--- src/hw/rtl/format_spec_parser_unit_defines.svh ---
// Assertion macros shared by the format spec parser RTL files.
`ifndef FORMAT_SPEC_PARSER_UNIT_DEFINES_SVH
`define FORMAT_SPEC_PARSER_UNIT_DEFINES_SVH
`ifndef SYNTHESIS
// Check a property at every clock edge outside of reset.
`define FSP_ASSERT(label, clk, rst_n, prop, msg) \
    label: assert property (@(posedge clk) disable iff (!rst_n) (prop)) else $error(msg);
// Check a property at every clock edge, reset included.
`define FSP_ASSERT_NR(label, clk, prop, msg) \
    label: assert property (@(posedge clk) (prop)) else $error(msg);
`else
`define FSP_ASSERT(label, clk, rst_n, prop, msg)
`define FSP_ASSERT_NR(label, clk, prop, msg)
`endif
`endif

--- src/hw/rtl/fsp_pkg.sv ---
// Shared types, character codes and specifier codes of the format spec parser.
`timescale 1ns / 1ps
package fsp_pkg;

    // Default saturation width of the width and precision counters
    localparam int COUNT_BITS_DEF = 31;

    // Character codes
    localparam logic [7:0] CH_NUL     = 8'h00;
    localparam logic [7:0] CH_MINUS   = 8'h2D;
    localparam logic [7:0] CH_ZERO    = 8'h30;
    localparam logic [7:0] CH_NINE    = 8'h39;
    localparam logic [7:0] CH_SPACE   = 8'h20;
    localparam logic [7:0] CH_PLUS    = 8'h2B;
    localparam logic [7:0] CH_HASH    = 8'h23;
    localparam logic [7:0] CH_STAR    = 8'h2A;
    localparam logic [7:0] CH_DOT     = 8'h2E;
    localparam logic [7:0] CH_LOW_C   = 8'h63;
    localparam logic [7:0] CH_LOW_S   = 8'h73;
    localparam logic [7:0] CH_LOW_P   = 8'h70;
    localparam logic [7:0] CH_LOW_D   = 8'h64;
    localparam logic [7:0] CH_LOW_I   = 8'h69;
    localparam logic [7:0] CH_LOW_U   = 8'h75;
    localparam logic [7:0] CH_LOW_X   = 8'h78;
    localparam logic [7:0] CH_UP_X    = 8'h58;
    localparam logic [7:0] CH_PERCENT = 8'h25;

    // Specifier codes
    localparam logic [3:0] SPEC_NONE    = 4'd0;
    localparam logic [3:0] SPEC_CHAR    = 4'd1;
    localparam logic [3:0] SPEC_STR     = 4'd2;
    localparam logic [3:0] SPEC_PTR     = 4'd3;
    localparam logic [3:0] SPEC_DEC     = 4'd4;
    localparam logic [3:0] SPEC_INT     = 4'd5;
    localparam logic [3:0] SPEC_UNS     = 4'd6;
    localparam logic [3:0] SPEC_HEX_LO  = 4'd7;
    localparam logic [3:0] SPEC_HEX_UP  = 4'd8;
    localparam logic [3:0] SPEC_PERCENT = 4'd9;

    // Classification of one incoming character
    typedef struct packed {
        logic       is_minus;
        logic       is_zero;
        logic       is_space;
        logic       is_plus;
        logic       is_hash;
        logic       is_star;
        logic       is_dot;
        logic       is_digit;
        logic [3:0] digit;
        logic [3:0] spec_code;
    } t_char_class;

    // Flags collected over one spec
    typedef struct packed {
        logic left;
        logic zero;
        logic space;
        logic plus;
        logic alt;
        logic prec;
    } t_flags;

    // One finished spec
    typedef struct packed {
        logic        left_justify;
        logic        zero_pad;
        logic        space_sign;
        logic        plus_sign;
        logic        alt_form;
        logic        precision_on;
        logic [30:0] field_width;
        logic [30:0] prec_value;
        logic [3:0]  spec_code;
        logic        char_consumed;
    } t_result;

    // Map a conversion character to its specifier code; NUL is never one
    function automatic logic [3:0] spec_lookup(input logic [7:0] c);
        logic [3:0] code;
        case (c)
            CH_LOW_C:   code = SPEC_CHAR;
            CH_LOW_S:   code = SPEC_STR;
            CH_LOW_P:   code = SPEC_PTR;
            CH_LOW_D:   code = SPEC_DEC;
            CH_LOW_I:   code = SPEC_INT;
            CH_LOW_U:   code = SPEC_UNS;
            CH_LOW_X:   code = SPEC_HEX_LO;
            CH_UP_X:    code = SPEC_HEX_UP;
            CH_PERCENT: code = SPEC_PERCENT;
            CH_NUL:     code = SPEC_NONE;
            default:    code = SPEC_NONE;
        endcase
        return code;
    endfunction

endpackage

--- src/hw/rtl/format_spec_parser_unit.sv ---
// Format spec parser top level: input register, parse stage, result register.
//
// Usage:
//   Feed the characters that follow a percent sign on the request channel
//   (i_valid, o_stall, i_char_code, i_star_value), one per cycle. i_star_value
//   is read only with a '*' character. A request is taken at a clock edge
//   with i_valid high and o_stall low.
//   One result leaves on o_valid / i_stall when a conversion character from
//   c s p d i u x X % ends the spec (char_consumed set), or when any other
//   character, NUL included, ends it unconsumed (spec_code 0). All other
//   characters give no result. The next character starts a new spec.
//   The request that ends the spec passes the input register and then the
//   result register, whose occupancy drives o_valid.
//   One request per cycle while o_stall is low; the parse step is a single
//   pass of compare logic and one multiply-by-ten add between the two registers.
//   While i_stall holds a waiting result, one more request is still taken, and
//   requests that give no result keep flowing; o_stall rises only when a
//   request that ends a spec finds the result register full and stalled.
//   Reset (i_rst_n low, synchronous) empties both registers and returns the
//   parser to the flags phase with all flags, width and precision cleared.
`timescale 1ns / 1ps
`include "format_spec_parser_unit_defines.svh"
module format_spec_parser_unit #(
    parameter int COUNT_BITS = fsp_pkg::COUNT_BITS_DEF
) (
    input  logic               i_clk,
    input  logic               i_rst_n,
    input  logic               i_valid,
    output logic               o_stall,
    input  logic [7:0]         i_char_code,
    input  logic signed [31:0] i_star_value,
    output logic               o_valid,
    input  logic               i_stall,
    output logic               o_left_justify,
    output logic               o_zero_pad,
    output logic               o_space_sign,
    output logic               o_plus_sign,
    output logic               o_alt_form,
    output logic               o_precision_on,
    output logic [30:0]        o_field_width,
    output logic [30:0]        o_prec_value,
    output logic [3:0]         o_spec_code,
    output logic               o_char_consumed
);
    import fsp_pkg::*;

    logic        r_in_valid;
    logic        n_in_valid;
    logic [7:0]  r_in_char;
    logic [31:0] r_in_star;
    logic        r_out_valid;
    logic        n_out_valid;
    t_result     r_out;
    t_char_class cls;
    t_result     res;
    logic        res_valid;
    logic        advance;
    logic        step;
    logic        in_take;
    logic        out_load;

    // Classify the registered character
    fsp_decode u_decode (
        .i_char (r_in_char),
        .o_cls  (cls)
    );

    // Run the parse step
    fsp_parse #(
        .COUNT_BITS (COUNT_BITS)
    ) u_parse (
        .i_clk       (i_clk),
        .i_rst_n     (i_rst_n),
        .i_step      (step),
        .i_cls       (cls),
        .i_star      (r_in_star),
        .o_res_valid (res_valid),
        .o_res       (res)
    );

    // Advance unless a result would land on a full, stalled result register
    assign advance  = !r_out_valid || !i_stall || !res_valid;
    assign step     = r_in_valid && advance;
    assign o_stall  = r_in_valid && !advance;
    assign in_take  = i_valid && !o_stall;
    assign out_load = step && res_valid;

    // Track input and result register occupancy
    always_comb begin
        n_in_valid  = in_take ? 1'b1 : (advance ? 1'b0 : r_in_valid);
        n_out_valid = out_load ? 1'b1 : (i_stall ? r_out_valid : 1'b0);
    end

    always_ff @(posedge i_clk) begin
        if (!i_rst_n) begin
            r_in_valid  <= 1'b0;
            r_out_valid <= 1'b0;
        end else begin
            r_in_valid  <= n_in_valid;
            r_out_valid <= n_out_valid;
        end
    end

    // Capture the request payload
    always_ff @(posedge i_clk) begin
        if (in_take) begin
            r_in_char <= i_char_code;
            r_in_star <= i_star_value;
        end
    end

    // Capture the result payload
    always_ff @(posedge i_clk) begin
        if (out_load) begin
            r_out <= res;
        end
    end

    assign o_valid         = r_out_valid;
    assign o_left_justify  = r_out.left_justify;
    assign o_zero_pad      = r_out.zero_pad;
    assign o_space_sign    = r_out.space_sign;
    assign o_plus_sign     = r_out.plus_sign;
    assign o_alt_form      = r_out.alt_form;
    assign o_precision_on  = r_out.precision_on;
    assign o_field_width   = r_out.field_width;
    assign o_prec_value    = r_out.prec_value;
    assign o_spec_code     = r_out.spec_code;
    assign o_char_consumed = r_out.char_consumed;

    `FSP_ASSERT(a_stall_cause, i_clk, i_rst_n, o_stall |-> (r_out_valid && i_stall),
                "input stalled while the result register could take a result")
    `FSP_ASSERT(a_consumed_code, i_clk, i_rst_n,
                r_out_valid |-> (r_out.char_consumed == (r_out.spec_code != SPEC_NONE)),
                "consumed bit disagrees with spec code")
    `FSP_ASSERT_NR(a_reset_empty, i_clk,
                   $past(!i_rst_n) |-> (!r_out_valid && !r_in_valid),
                   "registers not empty after reset")

endmodule

--- src/hw/rtl/fsp_decode.sv ---
// Character classifier: flags, star, dot, digits and specifier code.
`timescale 1ns / 1ps
module fsp_decode (
    input  logic [7:0]           i_char,
    output fsp_pkg::t_char_class o_cls
);
    import fsp_pkg::*;

    logic is_digit;

    // Flag a decimal digit; its value sits in the low nibble
    assign is_digit = (i_char >= CH_ZERO) && (i_char <= CH_NINE);

    // Compare against each special character and look up the specifier
    always_comb begin
        o_cls.is_minus  = (i_char == CH_MINUS);
        o_cls.is_zero   = (i_char == CH_ZERO);
        o_cls.is_space  = (i_char == CH_SPACE);
        o_cls.is_plus   = (i_char == CH_PLUS);
        o_cls.is_hash   = (i_char == CH_HASH);
        o_cls.is_star   = (i_char == CH_STAR);
        o_cls.is_dot    = (i_char == CH_DOT);
        o_cls.is_digit  = is_digit;
        o_cls.digit     = is_digit ? i_char[3:0] : 4'd0;
        o_cls.spec_code = spec_lookup(i_char);
    end

endmodule

--- src/hw/rtl/fsp_parse.sv ---
// Spec state registers with next-state and result logic for one character.
`timescale 1ns / 1ps
`include "format_spec_parser_unit_defines.svh"
module fsp_parse #(
    parameter int COUNT_BITS = fsp_pkg::COUNT_BITS_DEF
) (
    input  logic                 i_clk,
    input  logic                 i_rst_n,
    input  logic                 i_step,
    input  fsp_pkg::t_char_class i_cls,
    input  logic [31:0]          i_star,
    output logic                 o_res_valid,
    output fsp_pkg::t_result     o_res
);
    import fsp_pkg::*;

    localparam int AccW = COUNT_BITS + 4;
    localparam logic [COUNT_BITS-1:0] CountMax = '1;

    typedef enum logic [5:0] {
        PH_FLAGS = 6'b000001,
        PH_WDIG  = 6'b000010,
        PH_WSTAR = 6'b000100,
        PH_DOT   = 6'b001000,
        PH_PDIG  = 6'b010000,
        PH_PSTAR = 6'b100000
    } t_phase;

    t_phase                r_phase;
    t_phase                n_phase;
    t_flags                r_flags;
    t_flags                n_flags;
    logic [COUNT_BITS-1:0] r_width;
    logic [COUNT_BITS-1:0] n_width;
    logic [COUNT_BITS-1:0] r_prec;
    logic [COUNT_BITS-1:0] n_prec;
    logic                  star_neg;
    logic [31:0]           star_mag;
    logic                  finish;

    // Multiply by ten and add a digit, clamp at the counter maximum
    function automatic logic [COUNT_BITS-1:0] sat_acc(input logic [COUNT_BITS-1:0] acc,
                                                      input logic [3:0] digit);
        logic [AccW-1:0] wide;
        logic [AccW-1:0] sum;
        wide = AccW'(acc);
        sum  = (wide << 3) + (wide << 1) + AccW'(digit);
        if (sum[AccW-1:COUNT_BITS] != '0) begin
            return CountMax;
        end
        return sum[COUNT_BITS-1:0];
    endfunction

    // Clamp a star magnitude at the counter maximum
    function automatic logic [COUNT_BITS-1:0] sat_val(input logic [31:0] mag);
        if ({1'b0, mag} > 33'(CountMax)) begin
            return CountMax;
        end
        return COUNT_BITS'(mag);
    endfunction

    // Take the magnitude of the star argument
    assign star_neg = i_star[31];
    assign star_mag = star_neg ? (32'd0 - i_star) : i_star;

    // Advance the phase for one character
    always_comb begin
        n_phase = r_phase;
        n_flags = r_flags;
        n_width = r_width;
        n_prec  = r_prec;
        finish  = 1'b0;
        case (r_phase)
            PH_FLAGS: begin
                if (i_cls.is_minus) begin
                    n_flags.left = 1'b1;
                end else if (i_cls.is_zero) begin
                    n_flags.zero = 1'b1;
                end else if (i_cls.is_space) begin
                    n_flags.space = 1'b1;
                end else if (i_cls.is_plus) begin
                    n_flags.plus = 1'b1;
                end else if (i_cls.is_hash) begin
                    n_flags.alt = 1'b1;
                end else if (i_cls.is_star) begin
                    n_flags.left = r_flags.left | star_neg;
                    n_width      = sat_val(star_mag);
                    n_phase      = PH_WSTAR;
                end else if (i_cls.is_digit) begin
                    n_width = sat_acc('0, i_cls.digit);
                    n_phase = PH_WDIG;
                end else if (i_cls.is_dot) begin
                    n_flags.prec = 1'b1;
                    n_phase      = PH_DOT;
                end else begin
                    finish = 1'b1;
                end
            end
            PH_WDIG: begin
                if (i_cls.is_digit) begin
                    n_width = sat_acc(r_width, i_cls.digit);
                end else if (i_cls.is_dot) begin
                    n_flags.prec = 1'b1;
                    n_phase      = PH_DOT;
                end else begin
                    finish = 1'b1;
                end
            end
            PH_WSTAR: begin
                if (i_cls.is_dot) begin
                    n_flags.prec = 1'b1;
                    n_phase      = PH_DOT;
                end else begin
                    finish = 1'b1;
                end
            end
            PH_DOT: begin
                if (i_cls.is_star) begin
                    // a negative star precision cancels the dot
                    if (star_neg) begin
                        n_flags.prec = 1'b0;
                    end else begin
                        n_prec = sat_val(star_mag);
                    end
                    n_phase = PH_PSTAR;
                end else if (i_cls.is_digit) begin
                    n_prec  = sat_acc('0, i_cls.digit);
                    n_phase = PH_PDIG;
                end else begin
                    finish = 1'b1;
                end
            end
            PH_PDIG: begin
                if (i_cls.is_digit) begin
                    n_prec = sat_acc(r_prec, i_cls.digit);
                end else begin
                    finish = 1'b1;
                end
            end
            PH_PSTAR: begin
                finish = 1'b1;
            end
            default: begin
                finish = 1'b1;
            end
        endcase
        // drop all spec state once the spec ends
        if (finish) begin
            n_phase = PH_FLAGS;
            n_flags = '0;
            n_width = '0;
            n_prec  = '0;
        end
    end

    // Build the result from the state the ending character saw
    always_comb begin
        o_res.left_justify  = r_flags.left;
        o_res.zero_pad      = r_flags.zero;
        o_res.space_sign    = r_flags.space;
        o_res.plus_sign     = r_flags.plus;
        o_res.alt_form      = r_flags.alt;
        o_res.precision_on  = r_flags.prec;
        o_res.field_width   = 31'(r_width);
        o_res.prec_value    = 31'(r_prec);
        o_res.spec_code     = i_cls.spec_code;
        o_res.char_consumed = (i_cls.spec_code != SPEC_NONE);
    end

    assign o_res_valid = finish;

    // Hold spec state between characters
    always_ff @(posedge i_clk) begin
        if (!i_rst_n) begin
            r_phase <= PH_FLAGS;
            r_flags <= '0;
            r_width <= '0;
            r_prec  <= '0;
        end else if (i_step) begin
            r_phase <= n_phase;
            r_flags <= n_flags;
            r_width <= n_width;
            r_prec  <= n_prec;
        end
    end

    `FSP_ASSERT(a_end_clears, i_clk, i_rst_n, (i_step && finish) |=> (r_phase == PH_FLAGS && r_flags == '0 && r_width == '0 && r_prec == '0), "spec state not cleared after a result")
    `FSP_ASSERT(a_no_prec_early, i_clk, i_rst_n, (r_phase == PH_FLAGS || r_phase == PH_WDIG || r_phase == PH_WSTAR) |-> (!r_flags.prec && r_prec == '0), "precision state set before the dot")

endmodule
--- config.mk ---
export PLATFORM = sky130hd
export DESIGN_NAME = format_spec_parser_unit
export DESIGN_NICKNAME = d
export VERILOG_FILES = /design/src/hw/rtl/fsp_pkg.sv /design/src/hw/rtl/format_spec_parser_unit.sv /design/src/hw/rtl/fsp_decode.sv /design/src/hw/rtl/fsp_parse.sv
export VERILOG_INCLUDE_DIRS = /design/src /design/src/hw/rtl
export SDC_FILE = /design/constraint.sdc
export NUM_CORES = 1
export LEC_CHECK = 0
export ABC_AREA = 1
export ABC_CLOCK_PERIOD_IN_PS = 5690
export BUFFER_PORTS_ARGS = -buffer_cell sky130_fd_sc_hd__clkbuf_2
export CAP_MARGIN = 20
export CORE_MARGIN = 2
export CORE_UTILIZATION = 30
export CTS_BUF_LIST = sky130_fd_sc_hd__clkbuf_16
export DETAILED_ROUTE_END_ITERATION = 7
export MAX_ROUTING_LAYER = met4
export PLACE_DENSITY = 0.48
export SLEW_MARGIN = 15
export SYNTH_ARGS = -nofsm -noshare
export SYNTH_HDL_FRONTEND = slang
export SYNTH_HIERARCHICAL = 1
export SYNTH_SLANG_ARGS = --single-unit
--- constraint.sdc ---
create_clock -name i_clk -period 5.69 [get_ports i_clk]
set_input_delay 0.8535 -clock i_clk [delete_from_list [all_inputs] [get_ports i_clk]]
set_output_delay 0.8535 -clock i_clk [all_outputs]
set_load 0.01 [all_outputs]
==> results of run 1 <==
[layout by cell type, fill, tap and decap left out, types with 3 or more instances in the layout]
master / synthesis / layout
nand2_1: 603 / 603
inv_1: 261 / 261
nor2_1: 238 / 237
a21oi_1: 176 / 174
nand3_1: 130 / 130
ha_1: 123 / 123
clkbuf_2: 0 / 118
edfxtp_1: 113 / 113
dfxtp_1: 76 / 76
o21ai_0: 27 / 27
xor2_1: 26 / 26
xnor2_1: 25 / 25
nand4_1: 24 / 24
nor3_1: 24 / 24
nand3b_1: 20 / 20
a21oi_2: 19 / 20
clkbuf_16: 0 / 18
inv_2: 9 / 9
or2_2: 9 / 9
buf_4: 8 / 9
nand3_2: 7 / 7
o21ai_1: 6 / 6
nor2_2: 6 / 6
nor2_4: 4 / 5
inv_8: 0 / 5
nand2_2: 5 / 5
nor4_1: 6 / 5
inv_4: 1 / 4
a21o_1: 4 / 4
and3_1: 4 / 4
o21bai_1: 4 / 4
fa_1: 4 / 4
o211ai_1: 3 / 3
[worst paths after layout]
path,slack (ns),endpoint,startpoint,cells past startpoint
max,1.31,u_parse/r_prec[21],r_in_char[0],19
min reg2reg,0.44,o_alt_form,u_parse/o_res[68],0
min,0.44,o_alt_form,u_parse/o_res[68],0
max reg2reg,1.31,u_parse/r_prec[21],r_in_char[0],19
[flip-flops by register name, summed over array words and instances, names as in the netlist, 4 cells and up]
signal and cells:
o_field_width 31, o_prec_value 31, o_spec_code 4, r_in_char 8, r_in_star 32, u_parse/o_res 6, u_parse/r_phase 6, u_parse/r_prec 31
u_parse/r_width 31
[metal layers]
layer / part of all wire / vias up
li1: - / 6777
met1: 0.50 / 6184
met2: 0.44 / 317
met3: 0.041 / 43
met4: 0.020 / 0
met5: 0 / -
[through the flow]
stage	hold slack, ns	setup WS [ns]
CTS	0.436	1.37
floorplan	0.403	1.60
global route	0.444	0.984
global placement	0.415	1.51
detailed placement	0.418	1.37
finish	0.436	1.31
[cells by family after synthesis]
kind of cell,synth area share
AO/OA/AOI/OAI,0.0969
XOR/XNOR,0.0311
adder cells (fa/ha/maj),0.113
buffers and inverters,0.0948
flip-flops,0.342
AND/OR/NAND/NOR,0.322
[power groups by stage]
stage	logic, mW	clock network, mW	registers, mW
floorplan	0.249	0	1.63
global placement	0.413	0	1.62
detailed placement	0.413	0	1.62
CTS	0.417	1.32	1.59
global route	0.457	1.36	1.59
finish	0.414	1.27	1.59
[layout make-up]
type                            count  area [sq um]
Clock buffer                       18           450
Sequential cell                   189          4910
Tap cell                          615           769
Timing Repair Buffer              129           698
Clock inverter                     14           150
Multi-Input combinational cell   1516          8110
Inverter                          271          1020
Fill cell                        5225         31300
==> impl_metrics.json, run 1 <==
{
  "grt_use_met2": 0.283,
  "timing.slew.headroom": 0.275,
  "post-route-period-util": 0.770,
  "cts_max_level": 4,
  "utilization": 0.340,
  "die_h_um": 223,
  "syn_area_sq_um": 14400,
  "drt_first_pass_iters": 5,
  "place_hpwl_um": 35800,
  "stdcell_area_sq_um": 16100,
  "grtUsageMet3": 0.0295,
  "grt_most_used_layer": "met2",
  "path_buf_inv": 0,
  "start_util": 0.303,
  "p_int_mw": 2.31,
  "synth.avg_cell_area_sq_um": 7.07,
  "cts_buffers": 17,
  "min_path_type": "flop to flop",
  "syn2layout_area_growth_pct": 12.2,
  "clock-skew-final_ns": 0.0150,
  "nets": 2295,
  "critPathCaptureType": "flop",
  "power_frac_seq": 0.486,
  "cp-start-kind": "flop",
  "first_global_vias": 12771,
  "p_total_mw": 3.26,
  "port_buffers": 118,
  "yosys_most_used_dff": "edfxtp_1",
  "ioPinCount": 119,
  "layout-drive-gt1-share": 0.108,
  "p_leak_nw": 7.51,
  "path_class": "flop to flop",
  "drt-total-wl_um": 45100,
  "seq_area_frac_synth": 0.342,
  "clk_path_buf_depth": 2,
  "required_ns": 6.05,
  "outcome": "complete, no violations",
  "via_per_inst": 4.84,
  "worstPathArrival_ns": 4.74,
  "final.setup.tns_ns": 0,
  "fp.dieW_um": 223,
  "pwr-share-comb": 0.127,
  "cp_slowest_cell": "a21oi_4",
  "die_area_sq_um": 49600,
  "yosys.area.top_type": "edfxtp_1",
  "clk_pin_slew_ns": 0.08,
  "switching_share": 0.293,
  "gr-usage-all-layers": 0.191,
  "setup_viol": 0,
  "cp_slowest_stage_delay_ns": 0.74,
  "cp_top_family": "simple AND/OR/NAND/NOR gates",
  "synth_area_leaders": "edfxtp_1 24%, nand2_1 16%, ha_1 11%, dfxtp_1 11%, inv_1 6.8%",
  "synth_edf_count": 113,
  "place_congestion": 0.946,
  "grt_max_degree": 64,
  "place_area_sq_um": 15500,
  "antenna_found_initial": 0,
  "core_area_sq_um": 47400,
  "num_antenna_cells": 0,
  "routedWlPerCell_um": 16.4,
  "fp-row-count": 80,
  "postCtsSetupRepairBufs": 0,
  "dp.cells": 2719,
  "grt_overflow": 0,
  "cts_tree": "done",
  "worstPathMaxFanout": 30,
  "critical_path.cell_chain": "nor2_1, nand2_1, nand3_2, nand2_2, nor2_1, fa_1, fa_1, nand2_1, a21oi_1, nand2_1, nand2_1, nand2_1, nand2_1, nand2_1, nand2_1, a21oi_4, nand3_1, nand2_1, a21oi_2",
  "p_clk_frac": 0.388,
  "synth_fp_nets": 2202,
  "power.density_nw_per_um2": 203,
  "fin_crit_ns": 4.38,
  "synthTopCellsByCount": "603 x nand2_1, 261 x inv_1, 238 x nor2_1",
  "cts_hold_buf": 0,
  "hold_viol_final": 0,
  "grt_pass1_wl_um": 71300,
  "synthCells": 2031,
  "clk_latency_ns": 0.50,
  "cap_violations": 0,
  "yosysWarnings": 6,
  "ys_ff_latch": 189,
  "p_sw_mw": 0.957,
  "num_vias": 13321,
  "drc": 0,
  "root_buffer": "clkbuf_16",
  "drtIter0Drc": 945,
  "worstMarginPinSlew_ns": 1.08,
  "max_freq_mhz": 228,
  "rsz0062_at_grt": "false",
  "ys_async_sr_fraction": 0,
  "drv_slew": 0,
  "synth_top_area_frac": 0.236,
  "peakVddDrop_uv": 221,
  "yosys.cell_count.top_type": "nand2_1",
  "cts_sinks": 189,
  "layoutNonFillerInstCount": 2752,
  "postRouteAntennaNets": 0,
  "synth.distinct_cells": 50,
  "cts_resized": 0,
  "cpMostUsedCell": "nand2_1",
  "grtUsageMet1": 0.266
}
Power figures use the tool's default switching activity.
==> inputs of run 2 (changes only) <==
--- a/config.mk
+++ b/config.mk
@@ -6,8 +6,8 @@
 export SDC_FILE = /design/constraint.sdc
 export NUM_CORES = 1
 export LEC_CHECK = 0
-export ABC_AREA = 1
-export ABC_CLOCK_PERIOD_IN_PS = 5690
+export ABC_AREA = 0
+export ABC_CLOCK_PERIOD_IN_PS = 3500
 export BUFFER_PORTS_ARGS = -buffer_cell sky130_fd_sc_hd__clkbuf_2
 export CAP_MARGIN = 20
 export CORE_MARGIN = 2
@@ -15,7 +15,7 @@
 export CTS_BUF_LIST = sky130_fd_sc_hd__clkbuf_16
 export DETAILED_ROUTE_END_ITERATION = 7
 export MAX_ROUTING_LAYER = met4
-export PLACE_DENSITY = 0.48
+export PLACE_DENSITY = 0.5
 export SLEW_MARGIN = 15
 export SYNTH_ARGS = -nofsm -noshare
 export SYNTH_HDL_FRONTEND = slang
==> constraint.sdc (replaced) <==
create_clock -name i_clk -period 3.5 [get_ports i_clk]
set_input_delay 0.525 -clock i_clk [delete_from_list [all_inputs] [get_ports i_clk]]
set_output_delay 0.525 -clock i_clk [all_outputs]
set_load 0.01 [all_outputs]
==> run 2 against run 1 <==
Compared with the run above: the run now ends with setup timing left; worst setup slack lost 1.8 ns; clock power grew 52%; global-route usage shrank 0.055 points; clock skew grew 0.00064 ns; area after synthesis shrank 11%; fmax grew 8.5%; core utilization grew 4.8 points; critical path depth shrank 2; register-to-register slack lost 1.8 ns; sequential share of layout area shrank 0.31 points.
==> impl_metrics.json, run 2 <==
{
  "required_ns": 3.89,
  "worstMarginPinSlew_ns": 0.811,
  "critPathCaptureType": "flop",
  "core_area_sq_um": 42000,
  "hold_ws_ns": 0.237,
  "dp.cells": 2107,
  "cp-start-kind": "flop",
  "num_antenna_cells": 0,
  "yosys.cell_count.top_type": "nand2_1",
  "reg2reg_from": "r_in_char[7]",
  "fillers": 4240,
  "rsz0062_at_grt": "true",
  "ioPinCount": 119,
  "min_path_type": "primary input to flop",
  "synth_edf_count": 113,
  "p_int_mw": 3.53,
  "setup_viol": 63,
  "drc": 0,
  "grt_use_met2": 0.291,
  "first_global_vias": 11328,
  "p_leak_nw": 6.95,
  "gr-usage-all-layers": 0.191,
  "pwr-share-comb": 0.080,
  "p_clk_frac": 0.403,
  "clock-skew-final_ns": 0.0156,
  "root_buffer": "clkbuf_16",
  "ys_async_sr_fraction": 0,
  "cts_max_level": 4,
  "grt_most_used_layer": "met2",
  "antenna_found_initial": 0,
  "setup_ws_ns": -0.537,
  "rrSetupSlack_ns": -0.54,
  "port_buffers": 118,
  "regMostFlops": "r_in_star",
  "drt_first_pass_iters": 6,
  "clk_latency_ns": 0.46,
  "path_class": "flop to flop",
  "cts_sinks": 189,
  "cap_violations": 0,
  "grt_max_degree": 44,
  "timing.slew.headroom": 0.456,
  "synth_area_leaders": "edfxtp_1 26%, ha_1 12%, dfxtp_1 12%, a21oi_1 4.5%, o21ai_0 4.4%",
  "peakVddDrop_uv": 357,
  "synth_top_area_frac": 0.265,
  "yosysWarnings": 6,
  "power.density_nw_per_um2": 294,
  "cts_buffers": 17,
  "outcome": "finished with violations",
  "fin_crit_ns": 4.04,
  "layoutNonFillerInstCount": 2159,
  "grtUsageMet3": 0.0287,
  "num_vias": 11709,
  "clk_path_buf_depth": 2,
  "violations": "setup timing",
  "start_util": 0.305,
  "largest_register_ffs": 32,
  "synth_fp_nets": 1551,
  "synth.distinct_cells": 80,
  "critPathCapture": "u_parse/r_width[28]",
  "final.setup.tns_ns": -27.03,
  "utilization": 0.387,
  "clk_pin_slew_ns": 0.08,
  "yosys_most_used_dff": "edfxtp_1",
  "post-route-period-util": 1.15,
  "ys_ff_latch": 189,
  "grt_pass1_wl_um": 64300,
  "synthCells": 1380,
  "layout-drive-gt1-share": 0.256,
  "synth.avg_cell_area_sq_um": 9.28,
  "worstPathArrival_ns": 4.42,
  "cts_hold_buf": 0,
  "drv_slew": 0,
  "worstRegToRegCells": 17,
  "fp-row-count": 75,
  "place_hpwl_um": 31700,
  "grt_overflow": 0,
  "max_freq_mhz": 248,
  "place_congestion": 0.895,
  "cts_tree": "done",
  "fp.dieW_um": 211,
  "worstPathMaxFanout": 4,
  "postRouteAntennaNets": 0,
  "hold_viol_final": 0,
  "syn2layout_area_growth_pct": 27.1,
  "worstReg2RegEnd": "u_parse/r_width[28]",
  "switching_share": 0.263,
  "final_common_cell": "buf_4",
  "seq_area_frac_synth": 0.384,
  "power_frac_seq": 0.518,
  "yosys.area.top_type": "edfxtp_1",
  "p_sw_mw": 1.26,
  "p_total_mw": 4.79,
  "startpoint": "r_in_char[7]",
  "via_per_inst": 5.42,
  "mostFrequentLayoutCells": "146 x buf_4, 138 x nand2_1, 120 x ha_1",
  "nets": 1778,
  "grtUsageMet1": 0.266,
  "drtIter0Drc": 802,
  "die_area_sq_um": 44400,
  "synthTopCellsByCount": "141 x nand2_1, 123 x ha_1, 114 x a21oi_1",
  "drt-total-wl_um": 41000,
  "routedWlPerCell_um": 19.0,
  "die_h_um": 211,
  "syn_area_sq_um": 12800
}
==> run 2: cell types whose count changed in the layout (fill, tap and decap cells not counted), moves of 29 or more <==
cell,previous run,this run
nand2_1,603,138
o211ai_1,3,32
a21oi_1,174,110
inv_1,261,29
buf_4,9,146
nand3_1,130,29
o21ai_0,27,96
nor2_1,237,58
==> run 2: what timing repair did <==
action / 4_1_cts / 5_1_grt
cloned: 1 / 5
setup endpoints to repair: 111 / 114
hold endpoints to repair: 0 / 0
resized for setup: 42 / 33
pin swaps: 24 / 12
setup buffers: 9 / 5
==> run 2: kinds of logic (layout without fill, tap and decap cells) <==
family | count (synthesis) | in the layout | share of synthesized area
buffers and inverters | 114 | 351 | 0.0380
AND/OR/NAND/NOR | 412 | 415 | 0.167
multiplexers | 7 | 7 | 0.00547
XOR/XNOR | 73 | 73 | 0.0499
flip-flops | 189 | 189 | 0.384
AO/OA/AOI/OAI | 458 | 458 | 0.230
adder cells (fa/ha/maj) | 127 | 127 | 0.126
==> run 2: final cells by class <==
type / count / area, sq um / area share
timing repair buffer: 288 / 2080 / 0.128
multi-input combinational: 1080 / 7930 / 0.487
sequential: 189 / 4910 / 0.302
inverter: 31 / 124 / 0.00761
clock buffer: 17 / 425 / 0.0261
clock inverter: 15 / 131 / 0.00807
tap: 539 / 674 / 0.0414
==> run 2: worst min-delay path by stage <==
stage	from	to	slack, ns	cells after the start
2_1_floorplan	u_parse/o_res[68]	o_alt_form	0.41	0
3_3_place_gp	u_parse/o_res[70]	o_space_sign	0.43	0
3_5_place_dp	u_parse/o_res[70]	o_space_sign	0.43	0
4_1_cts	i_char_code[1]	r_in_char[1]	0.22	1
5_1_grt	i_char_code[4]	r_in_char[4]	0.22	1
6_report	i_char_code[1]	r_in_char[1]	0.24	1
==> run 2: worst max-delay path, cell delays in order (launching register included) <==
cell and delay (ns):
edfxtp_1 0.40, nor3b_2 0.25, nand2_2 0.11, nor3_4 0.12
buf_6 0.15, fa_2 0.47, fa_2 0.44, a211oi_4 0.30
nor3_4 0.10, nor4b_4 0.33, nor3_2 0.11, o2111a_1 0.28
a2111oi_4 0.27, buf_4 0.19, buf_4 0.12, nor3_4 0.03
buf_4 0.14, o211ai_1 0.14
==> run 2: metrics by stage <==
step,worst slack [ns],instance area [sq um]
floorplan,-0.493,13100
global placement,-0.618,15200
detailed placement,-0.599,15200
CTS,-0.398,16000
global route,-0.723,16300
finish,-0.537,16300
==> run 2: per-layer routing <==
| metal | part of all wire | up-vias | wire, um |
|---|---|---|---|
| li1 | - | 5739 | - |
| met1 | 0.49 | 5624 | 20000 |
| met2 | 0.45 | 305 | 18400 |
| met3 | 0.048 | 41 | 1980 |
| met4 | 0.014 | 0 | 573 |
| met5 | 0 | - | 0 |
==> run 2: power by group through the flow <==
stage / logic, mW / registers (mW) / clock network, mW
2_1_floorplan: 0.170 / 2.55 / 0
3_3_place_gp: 0.366 / 2.53 / 0
3_5_place_dp: 0.367 / 2.53 / 0
4_1_cts: 0.380 / 2.48 / 1.98
5_1_grt: 0.419 / 2.49 / 2.07
6_report: 0.382 / 2.48 / 1.93
==> inputs of run 3 (changes only) <==
--- a/config.mk
+++ b/config.mk
@@ -12,7 +12,7 @@
 export CAP_MARGIN = 20
 export CORE_MARGIN = 2
 export CORE_UTILIZATION = 30
-export CTS_BUF_LIST = sky130_fd_sc_hd__clkbuf_16
+export CTS_BUF_LIST = sky130_fd_sc_hd__clkbuf_4 sky130_fd_sc_hd__clkbuf_8
 export DETAILED_ROUTE_END_ITERATION = 7
 export MAX_ROUTING_LAYER = met4
 export PLACE_DENSITY = 0.5
==> run 3 against run 2 <==
Compared with the run above: the flow still finishes with violations (setup timing); sequential power about the same; worst hold slack worse by 0.060 ns; worst setup slack better by 0.0090 ns; sequential share of layout area up 0.46 points; non-clock buffer count up 2; largest cell class unchanged.
==> impl_metrics.json, run 3 (synthesis gave the netlist of run 2 again) <==
{
  "outcome": "finished with violations",
  "violations": "setup timing",
  "first_global_vias": 11325,
  "setup_viol": 63,
  "p_sw_mw": 1.19,
  "grt_max_degree": 44,
  "place_hpwl_um": 31700,
  "multi_input_area_sq_um": 7900,
  "fillers": 4272,
  "final_common_cell": "buf_4",
  "worstRegToRegCells": 17,
  "stdcell_area_sq_um": 16000,
  "fp-row-count": 75,
  "clk_latency_ns": 0.52,
  "power_frac_seq": 0.574,
  "final.setup.tns_ns": -27.19,
  "clock-skew-final_ns": 0.0231,
  "path_buf_inv": 4,
  "grt_pass1_wl_um": 64500,
  "post-route-period-util": 1.15,
  "syn2layout_area_growth_pct": 25.1,
  "regArea_sq_um": 4910,
  "grt_overflow": 0,
  "hold_viol_final": 0,
  "rrSetupSlack_ns": -0.53,
  "required_ns": 3.95,
  "drv_slew": 0,
  "num_vias": 11659,
  "cts_tree": "done",
  "max_freq_mhz": 248,
  "num_antenna_cells": 0,
  "gr-usage-all-layers": 0.191,
  "pwr-share-comb": 0.091,
  "mostFrequentLayoutCells": "154 x buf_4, 137 x nand2_1, 120 x ha_1",
  "ioPinCount": 119,
  "p_clk_frac": 0.336,
  "worstReg2RegEnd": "u_parse/r_width[28]",
  "critPathCaptureType": "flop",
  "start_util": 0.305,
  "place_congestion": 0.895,
  "peakVddDrop_uv": 238,
  "critPathCapture": "u_parse/r_width[28]",
  "cp_top_family": "simple AND/OR/NAND/NOR gates",
  "p_leak_nw": 6.83,
  "timing.slew.headroom": 0.433,
  "fp.dieW_um": 211,
  "setup_ws_ns": -0.528,
  "die_area_sq_um": 44400,
  "antenna_found_initial": 0,
  "power.density_nw_per_um2": 269,
  "reg2reg_from": "r_in_char[7]",
  "cts_buffers": 17,
  "drc": 0,
  "switching_share": 0.277,
  "layout-drive-gt1-share": 0.256,
  "fin_crit_ns": 4.03,
  "largest_register_ffs": 32,
  "root_buffer": "clkbuf_8",
  "die_h_um": 211,
  "drt-total-wl_um": 40900,
  "place_area_sq_um": 15200,
  "cp_slowest_stage_delay_ns": 0.47,
  "drtIter0Drc": 842,
  "path_class": "flop to flop",
  "startpoint": "r_in_char[7]",
  "cp.depth": 17,
  "regMostFlops": "r_in_star",
  "nets": 1780,
  "worstPathMaxFanout": 4,
  "worstPathArrival_ns": 4.48,
  "via_per_inst": 5.40,
  "drt_first_pass_iters": 5,
  "cts_max_level": 4,
  "critical_path.cell_chain": "nor3b_2, nand2_2, nor3_4, buf_6, fa_2, fa_2, a211oi_4, nor3_4, nor4b_4, nor3_2, o2111a_1, a2111oi_4, buf_4, buf_4, nor3_4, buf_4, o211ai_1",
  "port_buffers": 118,
  "cp-start-kind": "flop",
  "core_area_sq_um": 42000,
  "routedWlPerCell_um": 18.9,
  "clk_path_buf_depth": 2,
  "cts_sinks": 189,
  "rsz0062_at_grt": "true",
  "cap_violations": 0,
  "postRouteAntennaNets": 0,
  "cp_slowest_cell": "fa_2",
  "clk_pin_slew_ns": 0.11,
  "p_int_mw": 3.12,
  "worstMarginPinSlew_ns": 0.846,
  "min_path_type": "primary input to flop"
}
[run 3: power groups by stage]
stage          Sequential, mW  Combinational (mW)  Clock [mW]
6_report                 2.48               0.391        1.45
5_1_grt                  2.49               0.428        1.60
4_1_cts                  2.48               0.382        1.52
3_5_place_dp             2.53               0.367           0
3_3_place_gp             2.53               0.366           0
2_1_floorplan            2.55               0.170           0
[run 3: worst min path at each step]
stage	depth (start not counted)	startpoint	slack, ns	end
final	1	i_char_code[1]	0.18	r_in_char[1]
after global placement	0	u_parse/o_res[70]	0.43	o_space_sign
after global routing	1	i_char_code[4]	0.14	r_in_char[4]
after floorplan	0	u_parse/o_res[68]	0.41	o_alt_form
after detailed placement	0	u_parse/o_res[70]	0.43	o_space_sign
after CTS	1	i_char_code[1]	0.14	r_in_char[1]
[run 3: area by class of cell]
cell class              instances  share of cell area
clock buffers                  18              0.0151
clock inverters                14             0.00796
inverters                      31             0.00773
multi-input cells            1080               0.493
flip-flops and latches        189               0.307
well taps                     539              0.0421
repair buffers                290               0.127
[run 3: layer usage]
layer,vias to the layer above,part of all wire,track usage,routed length (um)
met5,-,0,-,0
met4,0,0.0098,0.0406,401
met3,26,0.042,0.0256,1700
met2,291,0.46,0.293,18700
met1,5597,0.49,0.268,20100
li1,5745,-,-,-
[run 3: through the flow]
stage	power (mW)	setup WS, ns	cells	hold slack [ns]	utilization
after detailed placement	2.90	-0.599	2107	0.430	0.361
after global routing	4.51	-0.723	2161	0.143	0.381
after global placement	2.89	-0.618	2107	0.431	0.361
final	4.32	-0.528	2161	0.178	0.381
after floorplan	2.72	-0.493	1380	0.409	-
after CTS	4.38	-0.402	2152	0.139	0.376
[run 3: timing repair]
item | 4_1_cts | 5_1_grt
setup buffers | 12 | 6
cloned | 1 | 3
endpoints found under the setup margin | 110 | 106
hold buffers | 0 | 0
pin swaps | 23 | 14
resized for setup | 36 | 33
